File: src/rtl/hlf_pkg.sv
// Shared types, constants and a helper function for the hex line frame parser.
package hlf_pkg;

  localparam int LINE_LIMIT  = 50;
  localparam int KEPT_CHARS  = 24;
  localparam int FRAME_BYTES = KEPT_CHARS / 2;
  localparam int CNT_W       = $clog2(LINE_LIMIT);
  localparam int IDX_W       = $clog2(KEPT_CHARS);

  localparam logic [7:0] CH_SPACE   = 8'h20;
  localparam logic [7:0] CH_NEWLINE = 8'h0A;
  localparam logic [7:0] CH_ZERO    = 8'h30;
  localparam logic [7:0] CH_NINE    = 8'h39;
  localparam logic [7:0] CH_LO_A    = 8'h61;
  localparam logic [7:0] CH_LO_F    = 8'h66;
  localparam logic [7:0] CH_UP_A    = 8'h41;
  localparam logic [7:0] CH_UP_F    = 8'h46;

  typedef logic [7:0] char_t;
  typedef logic [KEPT_CHARS-1:0][7:0] line_t;

  // One completed line handed from the front to the back.
  typedef struct packed {
    line_t chars;
    logic  full;
  } job_t;

  typedef struct packed {
    logic push;
    job_t job;
  } q_wr_t;

  typedef struct packed {
    logic        push_message;
    logic        dropped_full;
    logic        checksum_bad;
    logic        reply_ok;
    logic [10:0] can_id;
    logic [55:0] can_payload;
    logic [63:0] frame_head;
    logic [31:0] frame_tail;
  } result_t;

  // Non-hex characters decode as zero.
  function automatic logic [3:0] hex_nibble(input char_t c);
    logic [7:0] d;
    d = 8'd0;
    if (c inside {[CH_ZERO:CH_NINE]}) begin
      d = c - CH_ZERO;
    end else if (c inside {[CH_LO_A:CH_LO_F]}) begin
      d = c - CH_LO_A + 8'd10;
    end else if (c inside {[CH_UP_A:CH_UP_F]}) begin
      d = c - CH_UP_A + 8'd10;
    end
    return d[3:0];
  endfunction

endpackage

File: src/rtl/hlf_if.sv
// Channel interfaces for the character input and the decoded frame output.
interface hlf_in_if;
  logic       valid;
  logic       ready;
  logic [7:0] ch;
  logic       queue_full;

  modport source (output valid, ch, queue_full, input ready);
  modport sink   (input valid, ch, queue_full, output ready);
endinterface

interface hlf_out_if;
  logic        valid;
  logic        ready;
  logic        push_message;
  logic        dropped_full;
  logic        checksum_bad;
  logic        reply_ok;
  logic [10:0] can_id;
  logic [55:0] can_payload;
  logic [63:0] frame_head;
  logic [31:0] frame_tail;

  modport source (output valid, push_message, dropped_full, checksum_bad, reply_ok,
                  can_id, can_payload, frame_head, frame_tail, input ready);
  modport sink   (input valid, push_message, dropped_full, checksum_bad, reply_ok,
                  can_id, can_payload, frame_head, frame_tail, output ready);
endinterface

File: src/rtl/hlf_front.sv
// Front end: collects characters of a line, counts them and emits finished lines.
module hlf_front (
  input  logic                 clk,
  input  logic                 rst_n,
  hlf_in_if.sink               in_chan,
  input  logic                 q_full,
  output hlf_pkg::q_wr_t       q_wr
);

  hlf_pkg::line_t                chars_r;
  logic [hlf_pkg::CNT_W-1:0]     count_r;
  logic [hlf_pkg::CNT_W-1:0]     count_nxt;
  logic [hlf_pkg::CNT_W-1:0]     cnt_inc;
  logic                          acc;
  logic                          store;
  logic                          push;

  assign in_chan.ready = !q_full;
  assign acc           = in_chan.valid && in_chan.ready;
  assign cnt_inc       = count_r + hlf_pkg::CNT_W'(1);

  always_comb begin
    count_nxt = count_r;
    store     = 1'b0;
    push      = 1'b0;
    if (acc && in_chan.ch != hlf_pkg::CH_SPACE) begin
      store = count_r < hlf_pkg::CNT_W'(hlf_pkg::KEPT_CHARS);
      if (cnt_inc >= hlf_pkg::CNT_W'(hlf_pkg::LINE_LIMIT - 1)) begin
        count_nxt = '0;
      end else if (in_chan.ch == hlf_pkg::CH_NEWLINE) begin
        count_nxt = '0;
        push      = cnt_inc > hlf_pkg::CNT_W'(hlf_pkg::KEPT_CHARS);
      end else begin
        count_nxt = cnt_inc;
      end
    end
  end

  always_ff @(posedge clk) begin
    if (!rst_n) begin
      count_r <= '0;
    end else begin
      count_r <= count_nxt;
    end
  end

  always_ff @(posedge clk) begin
    if (store) begin
      chars_r[count_r[hlf_pkg::IDX_W-1:0]] <= in_chan.ch;
    end
  end

  // A line longer than the kept window never writes this cycle, so the
  // stored characters are complete when the line is pushed.
  assign q_wr.push      = push;
  assign q_wr.job.chars = chars_r;
  assign q_wr.job.full  = in_chan.queue_full;

  a_count_bound: assert property (@(posedge clk) disable iff (!rst_n)
    count_r < hlf_pkg::CNT_W'(hlf_pkg::LINE_LIMIT - 1))
    else $error("line count out of range");

endmodule

File: src/rtl/hlf_queue.sv
// Two-entry queue of finished lines between front and back.
module hlf_queue (
  input  logic                 clk,
  input  logic                 rst_n,
  input  hlf_pkg::q_wr_t       q_wr,
  output logic                 full,
  output logic                 rd_valid,
  output hlf_pkg::job_t        rd_job,
  input  logic                 rd_pop
);

  hlf_pkg::job_t mem_r [2];
  logic          wr_ptr_r;
  logic          rd_ptr_r;
  logic [1:0]    cnt_r;

  assign full     = cnt_r == 2'd2;
  assign rd_valid = cnt_r != 2'd0;
  assign rd_job   = mem_r[rd_ptr_r];

  always_ff @(posedge clk) begin
    if (!rst_n) begin
      wr_ptr_r <= 1'b0;
      rd_ptr_r <= 1'b0;
      cnt_r    <= 2'd0;
    end else begin
      if (q_wr.push) begin
        wr_ptr_r <= ~wr_ptr_r;
      end
      if (rd_pop) begin
        rd_ptr_r <= ~rd_ptr_r;
      end
      cnt_r <= cnt_r + 2'(q_wr.push) - 2'(rd_pop);
    end
  end

  always_ff @(posedge clk) begin
    if (q_wr.push) begin
      mem_r[wr_ptr_r] <= q_wr.job;
    end
  end

  a_cnt_bound: assert property (@(posedge clk) disable iff (!rst_n) cnt_r <= 2'd2)
    else $error("queue occupancy out of range");
  a_no_overflow: assert property (@(posedge clk) disable iff (!rst_n) q_wr.push |-> !full)
    else $error("push into full queue");
  a_no_underflow: assert property (@(posedge clk) disable iff (!rst_n) rd_pop |-> rd_valid)
    else $error("pop from empty queue");

endmodule

File: src/rtl/hlf_back.sv
// Back end: decodes a finished line into a CAN frame and holds it in the output register.
module hlf_back (
  input  logic                 clk,
  input  logic                 rst_n,
  input  logic                 q_valid,
  input  hlf_pkg::job_t        q_job,
  output logic                 q_pop,
  hlf_out_if.source            out_chan
);

  logic [7:0]       b [hlf_pkg::FRAME_BYTES];
  logic [15:0]      sum;
  hlf_pkg::result_t res_nxt;
  hlf_pkg::result_t res_r;
  logic             out_valid_r;

  always_comb begin
    for (int i = 0; i < hlf_pkg::FRAME_BYTES; i++) begin
      b[i] = {hlf_pkg::hex_nibble(q_job.chars[2*i]), hlf_pkg::hex_nibble(q_job.chars[2*i+1])};
    end
  end

  assign sum = ((16'(b[0]) + 16'(b[1])) + (16'(b[2]) + 16'(b[3])))
             + ((16'(b[4]) + 16'(b[5])) + (16'(b[6]) + 16'(b[7])))
             + (16'(b[8]) + 16'(b[9]));

  always_comb begin
    res_nxt = '0;
    if (q_job.full) begin
      res_nxt.dropped_full = 1'b1;
    end else begin
      res_nxt.push_message = 1'b1;
      res_nxt.checksum_bad = sum != {b[10], b[11]};
      res_nxt.reply_ok     = b[3] == 8'd0;
      res_nxt.can_id       = {b[0][3:0], b[1][6:0]};
      res_nxt.can_payload  = {b[2][3:0], b[3][3:0], b[4], b[5], b[6], b[7], b[8], b[9]};
      for (int i = 0; i < 8; i++) begin
        res_nxt.frame_head[63-8*i -: 8] = b[i];
      end
      for (int i = 0; i < 4; i++) begin
        res_nxt.frame_tail[31-8*i -: 8] = b[8+i];
      end
    end
  end

  // Load a new result when a line is waiting and the output register is empty or being drained.
  assign q_pop = q_valid && (!out_valid_r || out_chan.ready);

  always_ff @(posedge clk) begin
    if (!rst_n) begin
      out_valid_r <= 1'b0;
    end else if (q_pop) begin
      out_valid_r <= 1'b1;
    end else if (out_chan.ready) begin
      out_valid_r <= 1'b0;
    end
  end

  always_ff @(posedge clk) begin
    if (q_pop) begin
      res_r <= res_nxt;
    end
  end

  assign out_chan.valid        = out_valid_r;
  assign out_chan.push_message = res_r.push_message;
  assign out_chan.dropped_full = res_r.dropped_full;
  assign out_chan.checksum_bad = res_r.checksum_bad;
  assign out_chan.reply_ok     = res_r.reply_ok;
  assign out_chan.can_id       = res_r.can_id;
  assign out_chan.can_payload  = res_r.can_payload;
  assign out_chan.frame_head   = res_r.frame_head;
  assign out_chan.frame_tail   = res_r.frame_tail;

  a_one_kind: assert property (@(posedge clk) disable iff (!rst_n)
    out_valid_r |-> (res_r.push_message != res_r.dropped_full))
    else $error("result must be exactly one of push or drop");
  a_drop_clean: assert property (@(posedge clk) disable iff (!rst_n)
    (out_valid_r && res_r.dropped_full) |-> (res_r.frame_head == 64'd0 && !res_r.reply_ok))
    else $error("drop report carries frame data");

endmodule

File: src/rtl/hex_line_frame_to_can_parser.sv
// Top level of the hex line frame parser: front, line queue and decode back end.
//
//   channel   | dir | payload                                     | transfer
//   ----------+-----+---------------------------------------------+-------------------
//   in_chan   | in  | ch[7:0], queue_full                         | valid && ready
//   out_chan  | out | push_message, dropped_full, checksum_bad,   | valid && ready
//             |     | reply_ok, can_id, can_payload, frame_head,  |
//             |     | frame_tail                                  |
//
// One character transaction per cycle is accepted while the line queue is not
// full. A newline that closes a long enough line is written into the line
// queue; the decode stage then loads the output register from the queue head
// once that register is empty or being drained, and out_chan.valid rises.
// Reset (rst_n low, synchronous) clears the line count, queue pointers and
// output valid; stored characters are not cleared.
// in_chan.ready drops only while the two-entry line queue is full, which
// happens only when out_chan is stalled.
module hex_line_frame_to_can_parser (
  input  logic        clk,
  input  logic        rst_n,
  hlf_in_if.sink      in_chan,
  hlf_out_if.source   out_chan
);

  hlf_pkg::q_wr_t q_wr;
  hlf_pkg::job_t  rd_job;
  logic           q_full;
  logic           rd_valid;
  logic           rd_pop;

  // Collect characters, track line length, hand off finished lines.
  hlf_front u_front (
    .clk     (clk),
    .rst_n   (rst_n),
    .in_chan (in_chan),
    .q_full  (q_full),
    .q_wr    (q_wr)
  );

  // Buffer finished lines so the front keeps going while the output stalls.
  hlf_queue u_queue (
    .clk      (clk),
    .rst_n    (rst_n),
    .q_wr     (q_wr),
    .full     (q_full),
    .rd_valid (rd_valid),
    .rd_job   (rd_job),
    .rd_pop   (rd_pop)
  );

  // Decode hex, check the sum, build the CAN frame and hold it for the sink.
  hlf_back u_back (
    .clk      (clk),
    .rst_n    (rst_n),
    .q_valid  (rd_valid),
    .q_job    (rd_job),
    .q_pop    (rd_pop),
    .out_chan (out_chan)
  );

endmodule
File: src/flat_wrapper.sv
// flat-port wrapper written by rule: the top's interface ports become plain ports
module hex_line_frame_to_can_parser_flat 
  (clk, rst_n, in_chan_valid, in_chan_ch, in_chan_queue_full, in_chan_ready, out_chan_valid, out_chan_push_message, out_chan_dropped_full, out_chan_checksum_bad, out_chan_reply_ok, out_chan_can_id, out_chan_can_payload, out_chan_frame_head, out_chan_frame_tail, out_chan_ready);
  hlf_in_if in_chan_i ();
  hlf_out_if out_chan_i ();
  input  logic clk;
  input  logic rst_n;
  input wire logic [$bits(in_chan_i.valid)-1:0] in_chan_valid;
  input wire logic [$bits(in_chan_i.ch)-1:0] in_chan_ch;
  input wire logic [$bits(in_chan_i.queue_full)-1:0] in_chan_queue_full;
  output wire logic [$bits(in_chan_i.ready)-1:0] in_chan_ready;
  output wire logic [$bits(out_chan_i.valid)-1:0] out_chan_valid;
  output wire logic [$bits(out_chan_i.push_message)-1:0] out_chan_push_message;
  output wire logic [$bits(out_chan_i.dropped_full)-1:0] out_chan_dropped_full;
  output wire logic [$bits(out_chan_i.checksum_bad)-1:0] out_chan_checksum_bad;
  output wire logic [$bits(out_chan_i.reply_ok)-1:0] out_chan_reply_ok;
  output wire logic [$bits(out_chan_i.can_id)-1:0] out_chan_can_id;
  output wire logic [$bits(out_chan_i.can_payload)-1:0] out_chan_can_payload;
  output wire logic [$bits(out_chan_i.frame_head)-1:0] out_chan_frame_head;
  output wire logic [$bits(out_chan_i.frame_tail)-1:0] out_chan_frame_tail;
  input wire logic [$bits(out_chan_i.ready)-1:0] out_chan_ready;
  assign in_chan_i.valid = in_chan_valid;
  assign in_chan_i.ch = in_chan_ch;
  assign in_chan_i.queue_full = in_chan_queue_full;
  assign in_chan_ready = in_chan_i.ready;
  assign out_chan_valid = out_chan_i.valid;
  assign out_chan_push_message = out_chan_i.push_message;
  assign out_chan_dropped_full = out_chan_i.dropped_full;
  assign out_chan_checksum_bad = out_chan_i.checksum_bad;
  assign out_chan_reply_ok = out_chan_i.reply_ok;
  assign out_chan_can_id = out_chan_i.can_id;
  assign out_chan_can_payload = out_chan_i.can_payload;
  assign out_chan_frame_head = out_chan_i.frame_head;
  assign out_chan_frame_tail = out_chan_i.frame_tail;
  assign out_chan_i.ready = out_chan_ready;
  hex_line_frame_to_can_parser u_core (.clk(clk), .rst_n(rst_n), .in_chan(in_chan_i), .out_chan(out_chan_i));
endmodule
File: config.mk
export PLATFORM = sky130hd
export DESIGN_NAME = hex_line_frame_to_can_parser_flat
export DESIGN_NICKNAME = d
export VERILOG_FILES = /design/src/rtl/hlf_pkg.sv /design/src/rtl/hlf_if.sv /design/src/rtl/hlf_front.sv /design/src/rtl/hlf_queue.sv /design/src/rtl/hlf_back.sv /design/src/rtl/hex_line_frame_to_can_parser.sv /design/src/flat_wrapper.sv
export SDC_FILE = /design/constraint.sdc
export NUM_CORES = 1
export LEC_CHECK = 0
export BUFFER_PORTS_ARGS = -buffer_cell sky130_fd_sc_hd__buf_2
export CAP_MARGIN = 20
export CORE_UTILIZATION = 46
export CTS_BUF_LIST = sky130_fd_sc_hd__clkbuf_8
export DETAILED_ROUTE_END_ITERATION = 10
export MAX_ROUTING_LAYER = met4
export PLACE_DENSITY = 0.66
export RECOVER_POWER = 25
export SLEW_MARGIN = 20
export SYNTH_ARGS = -nofsm -noshare
export SYNTH_HDL_FRONTEND = slang
export SYNTH_SLANG_ARGS = --single-unit
File: constraint.sdc
create_clock -name clk -period 10.7 [get_ports clk]
set_clock_uncertainty 0.15 [all_clocks]
set_input_delay 1.07 -clock clk [delete_from_list [all_inputs] [get_ports clk]]
set_output_delay 1.07 -clock clk [all_outputs]
set_load 0.02 [all_outputs]
# After elaboration in Yosys (flattened, before gate mapping)
# Memories as Yosys holds them, arrays and structs flattened. A register that Yosys moved wholly into a read port is not among the register bits.
# Cells that the tools add are included.
# word_totals
ff_bits	370
mem_bits_rw	386
input_bits	13
out_inout_bits	169
elab_cells	496
mem_count	1
# memory_table
name	depth	word_bits	read_ports	rd_ports_with_merged_regs	write_ports	line	source
u_core.u_queue.mem_r	2	193	1	1	1	hlf_queue.sv:12	hlf_pkg::job_t mem_r [2];
# op_classes
n_addsub	132
order_cmp	149
eq_ne	4
n_mux	89
bitwise_logic	2
n_reduce_logical	82
# ops
cell	count
greater-or-equal comparator 8 x 7 -> 1 bit (second input constant)	48
less-or-equal comparator 8 x 7 -> 1 bit (second input constant)	48
two-way mux 4 bit	72
subtractor 4 x 1 -> 4 bit (second input constant)	72
adder 4 bit (second input constant)	48
bitwise mux 192 bit	1
greater-or-equal comparator 8 x 6 -> 1 bit (second input constant)	24
less-or-equal comparator 8 x 6 -> 1 bit (second input constant)	24
logical AND 1 bit	76
adder 8 x 8 -> 9 bit	5
demux 8 bit (select 5 bit)	1
adder 9 x 9 -> 10 bit	2
!= test 12 x 16 -> 1 bit	1
adder 11 x 9 -> 12 bit	1
two-way mux 1 bit	12
two-way mux 6 bit	2
adder 10 x 10 -> 11 bit	1
== test 8 x 4 -> 1 bit (second input constant)	1
logical NOT 8 bit	1
two-way mux 8 bit	1
!= test 8 x 6 -> 1 bit (second input constant)	1
adder 6 x 1 -> 6 bit (second input constant)	1
greater-or-equal comparator 6 bit (second input constant)	1
> comparator 6 x 5 -> 1 bit (second input constant)	1
10 further kinds	13

# Logic depth before layout (Yosys ltp)
# Gate-level depths: netlist of run 1.
# depth
depth_word	10
depth_mapped	30
depth_no_buf	27

# By module
# From an unflattened synthesis of run 1, not the netlist that was laid out.
# unflattened
hier_cells	1891
hier_area_um2	30236.5
# by_module_without_submodules
mod	n_inst	cells_per_inst	area_each_um2	seq_area_each_um2
hlf_queue	1	621	14174.8	11691.2
hlf_back	1	972	9601.7	3022.9
hlf_front	1	298	6459.9	5885.6

# Worst setup path after synthesis of run 1
# Ideal clock, no wire load.
# synth_timing
path_kind	in2reg
from	input port in_chan_ch[2]
to	register u_core.u_queue.wr_ptr_r
setup_time_ns	0.096
arrival_time_ns	10.932
t_required_ns	10.454
path_slack_ns	-0.477
path_stages	5
path_buffers	0
path_cell_list	or4_1 nor4_1 o211ai_1 nor2_1 o21a_1
# synth_via
elab_chain_len	4
elab_cells_between_ends	6
cone_classes	eq/ne (2); mux (3); reduce/logical (1)
# synth_rtl
item	line	source
start, declared	flat_wrapper.sv:9	input wire logic [$bits(in_chan_i.ch)-1:0] in_chan_ch;
== test 8 x 4 -> 1 bit	hlf_front.sv:30	end else if (in_chan.ch == hlf_pkg::CH_NEWLINE) begin
two-way mux 1 bit	hlf_front.sv:30	
two-way mux 1 bit	hlf_front.sv:28	if (cnt_inc >= hlf_pkg::CNT_W'(hlf_pkg::LINE_LIMIT - 1)) begin
two-way mux 1 bit *	hlf_front.sv:26	if (acc && in_chan.ch != hlf_pkg::CH_SPACE) begin
end signal, assigned	hlf_queue.sv:28	wr_ptr_r <= ~wr_ptr_r;
end, declared	hlf_queue.sv:13	logic wr_ptr_r;
# Mark *: on every way between the ends. The rest lies on a longest branch, timed or not.
# A chain may end at the register's enable or synchronous reset.

==> metrics.yaml, run 1 <==
final-seq-area_um2: 20600
worstSetupPathType: "reg2reg"
drt_iter0_drc: 1185
insertion_delay_ns: 0.74
dp_hpwl_um: 42470
critPathBufInv: 1
post_drt_wl_per_cell_um: 20.69
ioPinCount: 182
root_buffer: "clkbuf_8"
netlist_instances: 1994
synth_edf_count: 678
routed_wl_um: 65030
path_clk_slew_ns: 0.06
synth.largest_area_cell: "edfxtp_1"
hold_violations: 0
grt_pass1_wl_um: 97480
crit_fanout: 47
ctsHoldBuffers: 0
vias: 16840
ir_worst_vdd_mv: 0.1313
ys_top_cells_by_area: "edfxtp_1 68%, ha_1 4.1%, fa_1 4.1%"
cts_buffers: 105
synth-seq-cells: 690
grt_pass1_vias: 16760
min_path_type: "reg2reg"
maxCapViolCount: 0
seq_area_frac_synth_pct: 68.64
grt-ovfl-total: 0
dieArea_um2: 66270
powerDensity_nw_per_um2: 222.6
htreeDepth: 3
place.port_buffers: 181
drc: 0
leakage_nw: 11.84
yosys_warnings: 0
fin_crit_sh_pct: 76.28
path_delay_family: "adder cells"
crit_chain: "buf_4, mux2i_1, ha_1, o21ai_1, a22oi_1, nor2b_1, xnor2_1, nand2_1, fa_1, fa_1, fa_1, fa_1, fa_1, fa_1, nor2b_1, o2111ai_1, nand3b_1, xor2_1, and2_1, nor4b_1, o31a_1, a31oi_1"
die_w_um: 257.4
vias_per_cell: 5.358
antenna_found_initial: 3
hold_ws_ns: 0.2749
total_power_mw: 7.457
postCtsSetupRepairBufs: 0
multi_input_comb_area_um2: 8189
slew_viol_final: 0
rsz0062_at_grt: "no"
grt_max_degree: 75
maxSlewHeadroom_pct: 28.70
gp_congestion: 0.8692
core-area_um2: 64460
fin_crit_ns: 8.162
drive_gt1_share_pct: 17.54
cts.repair.resized: 0
syn-num-nets: 2166
clk_path_buf_depth: 3
worstPathArrival_ns: 8.44
max_stage_delay_ns: 0.86
initial_utilization_pct: 46.56
fin_util_pct: 51.96
syn2layout_area_growth_pct: 11.61
layout.nets: 2370
setup_tns_ns: 0
yosys.cell_types.count: 81
outcome: "completed"
layout_commonest_cell: "edfxtp_1"
track_usage_pct: 20.11
syn_area_um2: 30010
synth_ff_type: "edfxtp_1"
start_kind: "flip-flop"
die_h_um: 257.4
num_rows: 93
detail-route-antenna-nets: 0
crit_path_end_kind: "flip-flop"
setup_viol: 0
crit_required_ns: 10.97
crit_top_cell: "fa_1"
synth-async-reset-ratio_pct: 0
tightest_slew_ns: 1.070
fmax_ghz: 0.1225
avgSynthCellArea_um2: 15.05
cts_tree: "yes"
cts_num_sinks: 690
synth_top_area_share_pct: 67.84
fillers: 5299
most-common-layout-cells: "678 x edfxtp_1, 181 x buf_2, 173 x nor2_1"
cp_slowest_cell: "dfxtp_4"
first_pass_iters: 7
[power by group]
group          total (mW)  switching [mW]  internal, mW  leakage, nW
Sequential           3.27           0.101          3.17         6.28
Combinational        2.09            1.35         0.740         4.42
Clock                2.10            1.04          1.06         1.14
Total                7.46            2.49          4.97         11.8
[per-layer routing]
| metal | part of all wire (%) | GRT usage, % | up-vias |
|---|---|---|---|
| li1 | - | - | 7782 |
| met1 | 44 | 26.55 | 8380 |
| met2 | 48 | 32.31 | 569 |
| met3 | 5.9 | 2.935 | 109 |
| met4 | 2.1 | 6.180 | 0 |
| met5 | 0 | - | - |
[stage by stage]
step | cells | setup WS, ns | instance area, um^2
2_1_floorplan | 1994 | 2.783 | 30020
3_3_place_gp | 2946 | 2.836 | 31450
3_5_place_dp | 2946 | 2.632 | 31450
4_1_cts | 3141 | 2.630 | 33490
5_1_grt | 3142 | 2.198 | 33490
6_report | 3143 | 2.538 | 33500
[kinds of logic after synthesis]
kind of cell	Yosys count	synth area share (%)
mux	109	3.748
fa+ha+maj	159	8.154
xor+xnor	30	0.9255
simple gates	487	8.246
compound gates	278	6.137
buf+inv	241	4.152
flops	690	68.64
[synthesized netlist by cell type, types with 15 or more instances]
| library cell | n |
|---|---|
| edfxtp_1 | 678 |
| a31oi_1 | 22 |
| mux2i_1 | 85 |
| ha_1 | 98 |
| mux2_2 | 21 |
| buf_2 | 15 |
| a22oi_1 | 18 |
| nand2_1 | 63 |
| o21ai_1 | 17 |
| nor4b_1 | 19 |
| and2_1 | 30 |
| a21oi_1 | 85 |
| buf_4 | 75 |
| inv_1 | 129 |
| nand2b_1 | 19 |
| nor2b_1 | 17 |
| nand3_1 | 30 |
| xnor2_1 | 22 |
| nor2_1 | 176 |
| fa_1 | 61 |
| o21ai_0 | 31 |
| nor3_1 | 51 |
[worst register-to-register path, cell delays in order, from the launching register on]
cell and delay, ns:
dfxtp_4 0.86, buf_4 0.64, mux2i_1 0.47, ha_1 0.25, o21ai_1 0.09, a22oi_1 0.47, nor2b_1 0.13, xnor2_1 0.15
nand2_1 0.12, fa_1 0.61, fa_1 0.47, fa_1 0.51, fa_1 0.56, fa_1 0.55, fa_1 0.47, nor2b_1 0.20
o2111ai_1 0.15, nand3b_1 0.13, xor2_1 0.25, and2_1 0.19, nor4b_1 0.23, o31a_1 0.17, a31oi_1 0.08
[state kept, by name, summed over array words and instances, names as in the netlist, 2 cells and up, named ones only]
signal and flops:
u_core.u_back.out_chan.can_id 10, u_core.u_back.out_chan.can_payload 55, u_core.u_back.out_chan.frame_head 15, u_core.u_back.out_chan.frame_tail 16, u_core.u_front.count_r 6, u_core.u_front.q_wr 192, u_core.u_queue.cnt_r 2, u_core.u_queue.mem_r 386
[worst paths after layout]
check,end,cells past startpoint,start,slack [ns]
worst max-delay path,u_core.u_back.out_chan.checksum_bad,22,flip-flop,2.54
worst min register to register,u_core.u_queue.mem_r[0][101],0,u_core.u_front.q_wr[101],0.27
worst min-delay path,u_core.u_queue.mem_r[0][101],0,u_core.u_front.q_wr[101],0.27
worst max register to register,u_core.u_back.out_chan.checksum_bad,22,flip-flop,2.54
[layout make-up]
type | count | area share, %
well taps | 855 | 3.194
multi-input cells | 1063 | 24.45
clock buffers | 105 | 4.314
repair buffers | 205 | 3.242
clock inverters | 90 | 1.786
flip-flops and latches | 690 | 61.51
inverters | 133 | 1.490
diodes | 2 | 0.01494
No activity file was read; power rests on OpenSTA's default activity.
==> run 2: changes to the inputs <==
--- a/config.mk
+++ b/config.mk
@@ -11,7 +11,6 @@
 export CTS_BUF_LIST = sky130_fd_sc_hd__clkbuf_8
 export DETAILED_ROUTE_END_ITERATION = 10
 export MAX_ROUTING_LAYER = met4
-export PLACE_DENSITY = 0.66
 export RECOVER_POWER = 25
 export SLEW_MARGIN = 20
 export SYNTH_ARGS = -nofsm -noshare
==> constraint.sdc (replaced) <==
create_clock -name clk -period 8.2 [get_ports clk]
set_clock_uncertainty 0.15 [all_clocks]
set_input_delay 0.82 -clock clk [delete_from_list [all_inputs] [get_ports clk]]
set_output_delay 0.82 -clock clk [all_outputs]
set_load 0.02 [all_outputs]
==> run 2 against run 1 <==
Routed wire length up 2.7%; combinational power rose by 32%; design area up 0.77%.
==> metrics.yaml, run 2 (same netlist as run 1, synthesis figures left out) <==
crit_path_end_kind: "flip-flop"
critPathBufInv: 1
cts_buffers: 108
clk_path_buf_depth: 3
layout.nets: 2385
top_register: "u_core.u_queue.mem_r"
dp_hpwl_um: 42680
initial_utilization_pct: 46.56
crit_required_ns: 8.48
dp_slack_ns: 0.3841
placed_area_um2: 31570
setup_viol: 0
crit_chain: "buf_12, mux2i_1, ha_1, nor2b_1, a311oi_1, a21oi_1, nor2_1, a31oi_1, fa_1, fa_1, fa_1, fa_1, fa_1, fa_1, nor2b_1, o2111ai_1, nand3b_1, xor2_1, and2_1, nor4b_1, o31a_1, a31oi_1"
drive_gt1_share_pct: 17.97
outcome: "completed"
layout_commonest_cell: "edfxtp_1"
vias_per_cell: 5.328
cts_num_sinks: 690
ctsHoldBuffers: 0
power.switching_mw: 3.238
post_drt_wl_per_cell_um: 21.13
setup_tns_ns: 0
leakage_nw: 11.95
first_pass_iters: 5
dieArea_um2: 66270
cp_slowest_cell: "dfxtp_4"
maxSlewHeadroom_pct: 26.07
grt-ovfl-total: 0
grt_pass1_wl_um: 99750
setup_ws_ns: 0.5166
maxCapViolCount: 0
num_rows: 93
p_sw_share_pct: 32.70
most-common-layout-cells: "678 x edfxtp_1, 179 x buf_2, 173 x nor2_1"
grt_pass1_vias: 16980
crit_top_cell: "fa_1"
htreeDepth: 3
slew_viol_final: 0
worstPathArrival_ns: 7.97
drt_iter0_drc: 1282
dp.cells: 2957
tightest_slew_ns: 1.105
insertion_delay_ns: 0.70
crit_fanout: 44
vias: 16850
total_power_mw: 9.901
path_clk_slew_ns: 0.06
die_h_um: 257.4
ir_worst_vdd_mv: 0.1634
min_path_type: "in2reg"
core-area_um2: 64460
hold_ws_ns: 0.2234
cts_tree: "yes"
gp_congestion: 0.8384
fin_crit_ns: 7.683
p_seq_share_pct: 43.0
track_usage_pct: 20.71
pwr-share-comb_pct: 27.9
die_w_um: 257.4
syn2layout_area_growth_pct: 12.47
start_kind: "flip-flop"
design_area_um2: 33750
fin_crit_sh_pct: 93.70
place.port_buffers: 181
antenna_found_initial: 5
powerDensity_nw_per_um2: 293.3
hold_violations: 0
max_stage_delay_ns: 0.76
grt_max_degree: 138
fin_util_pct: 52.36
fmax_ghz: 0.1302
ioPinCount: 182
finalNonFillerCells: 3163
p_clk_share_pct: 29.0
largest_reg_flops: 386
worstSetupPathType: "reg2reg"
routed_wl_um: 66820
rsz0062_at_grt: "no"
p_int_mw: 6.663
drc: 0
path_delay_family: "adder cells"
root_buffer: "clkbuf_8"
detail-route-antenna-nets: 0
==> run 2: cell types whose count changed in the layout (fill, tap and decap cells not counted), sizes merged <==
cell,previous run,this run
clkinv,46,57
buf,205,215
inv,166,157
clkbuf,105,111
bufinv,5,9
clkinvlp,6,2
diode,2,4
==> run 2: area by class of cell <==
class	count	area [um^2]
repair buffers	217	1224
fillers	5361	30710
flip-flops and latches	690	20600
inverters	133	499.2
clock inverters	92	658.1
clock buffers	109	1500
diodes	4	10.01
multi-input cells	1063	8189
well taps	855	1070
==> run 2: power by group through the flow <==
stage               clock network (mW)  logic (mW)  registers (mW)
CTS                               2.96        2.75            4.28
floorplan                            0        1.91            4.56
detailed placement                   0        2.74            4.35
global route                      3.10        3.03            4.29
global placement                     0        2.70            4.34
finish                            2.88        2.76            4.26
==> run 2: worst register-to-register path, delay by kind of cell, from the launching register on <==
family                   cells  cell delay (ns)
AO/OA/AOI/OAI                6             1.22
XOR/XNOR                     1             0.22
adder cells (fa/ha/maj)      7             3.42
buffers and inverters        1             0.36
flip-flops                   1             0.76
multiplexers                 1             0.40
AND/OR/NAND/NOR              6             0.91
==> run 2: timing repair <==
item                                    in CTS  in global routing
buffers inserted                             0                  1
endpoints found under the setup margin       0                  1
resized for setup                            0                  0
==> run 2: final timing paths <==
| kind | startpoint | slack, ns | depth (start not counted) | to |
|---|---|---|---|---|
| max | flip-flop | 0.52 | 22 | u_core.u_back.out_chan.checksum_bad |
| min | in_chan_queue_full | 0.22 | 1 | u_core.u_queue.mem_r[0][0] |
| max reg2reg | flip-flop | 0.52 | 22 | u_core.u_back.out_chan.checksum_bad |
| min reg2reg | u_core.u_front.q_wr[180] | 0.27 | 0 | u_core.u_queue.mem_r[1][180] |
==> run 2: layer usage <==
metal  vias to the layer above  global-route usage, %  share of wire, %
li1                       7825                      -                 -
met1                      8391                  26.88                43
met2                       519                  33.31                48
met3                       119                  3.024               5.3
met4                         0                  7.413               2.8
met5                         -                      -                 0
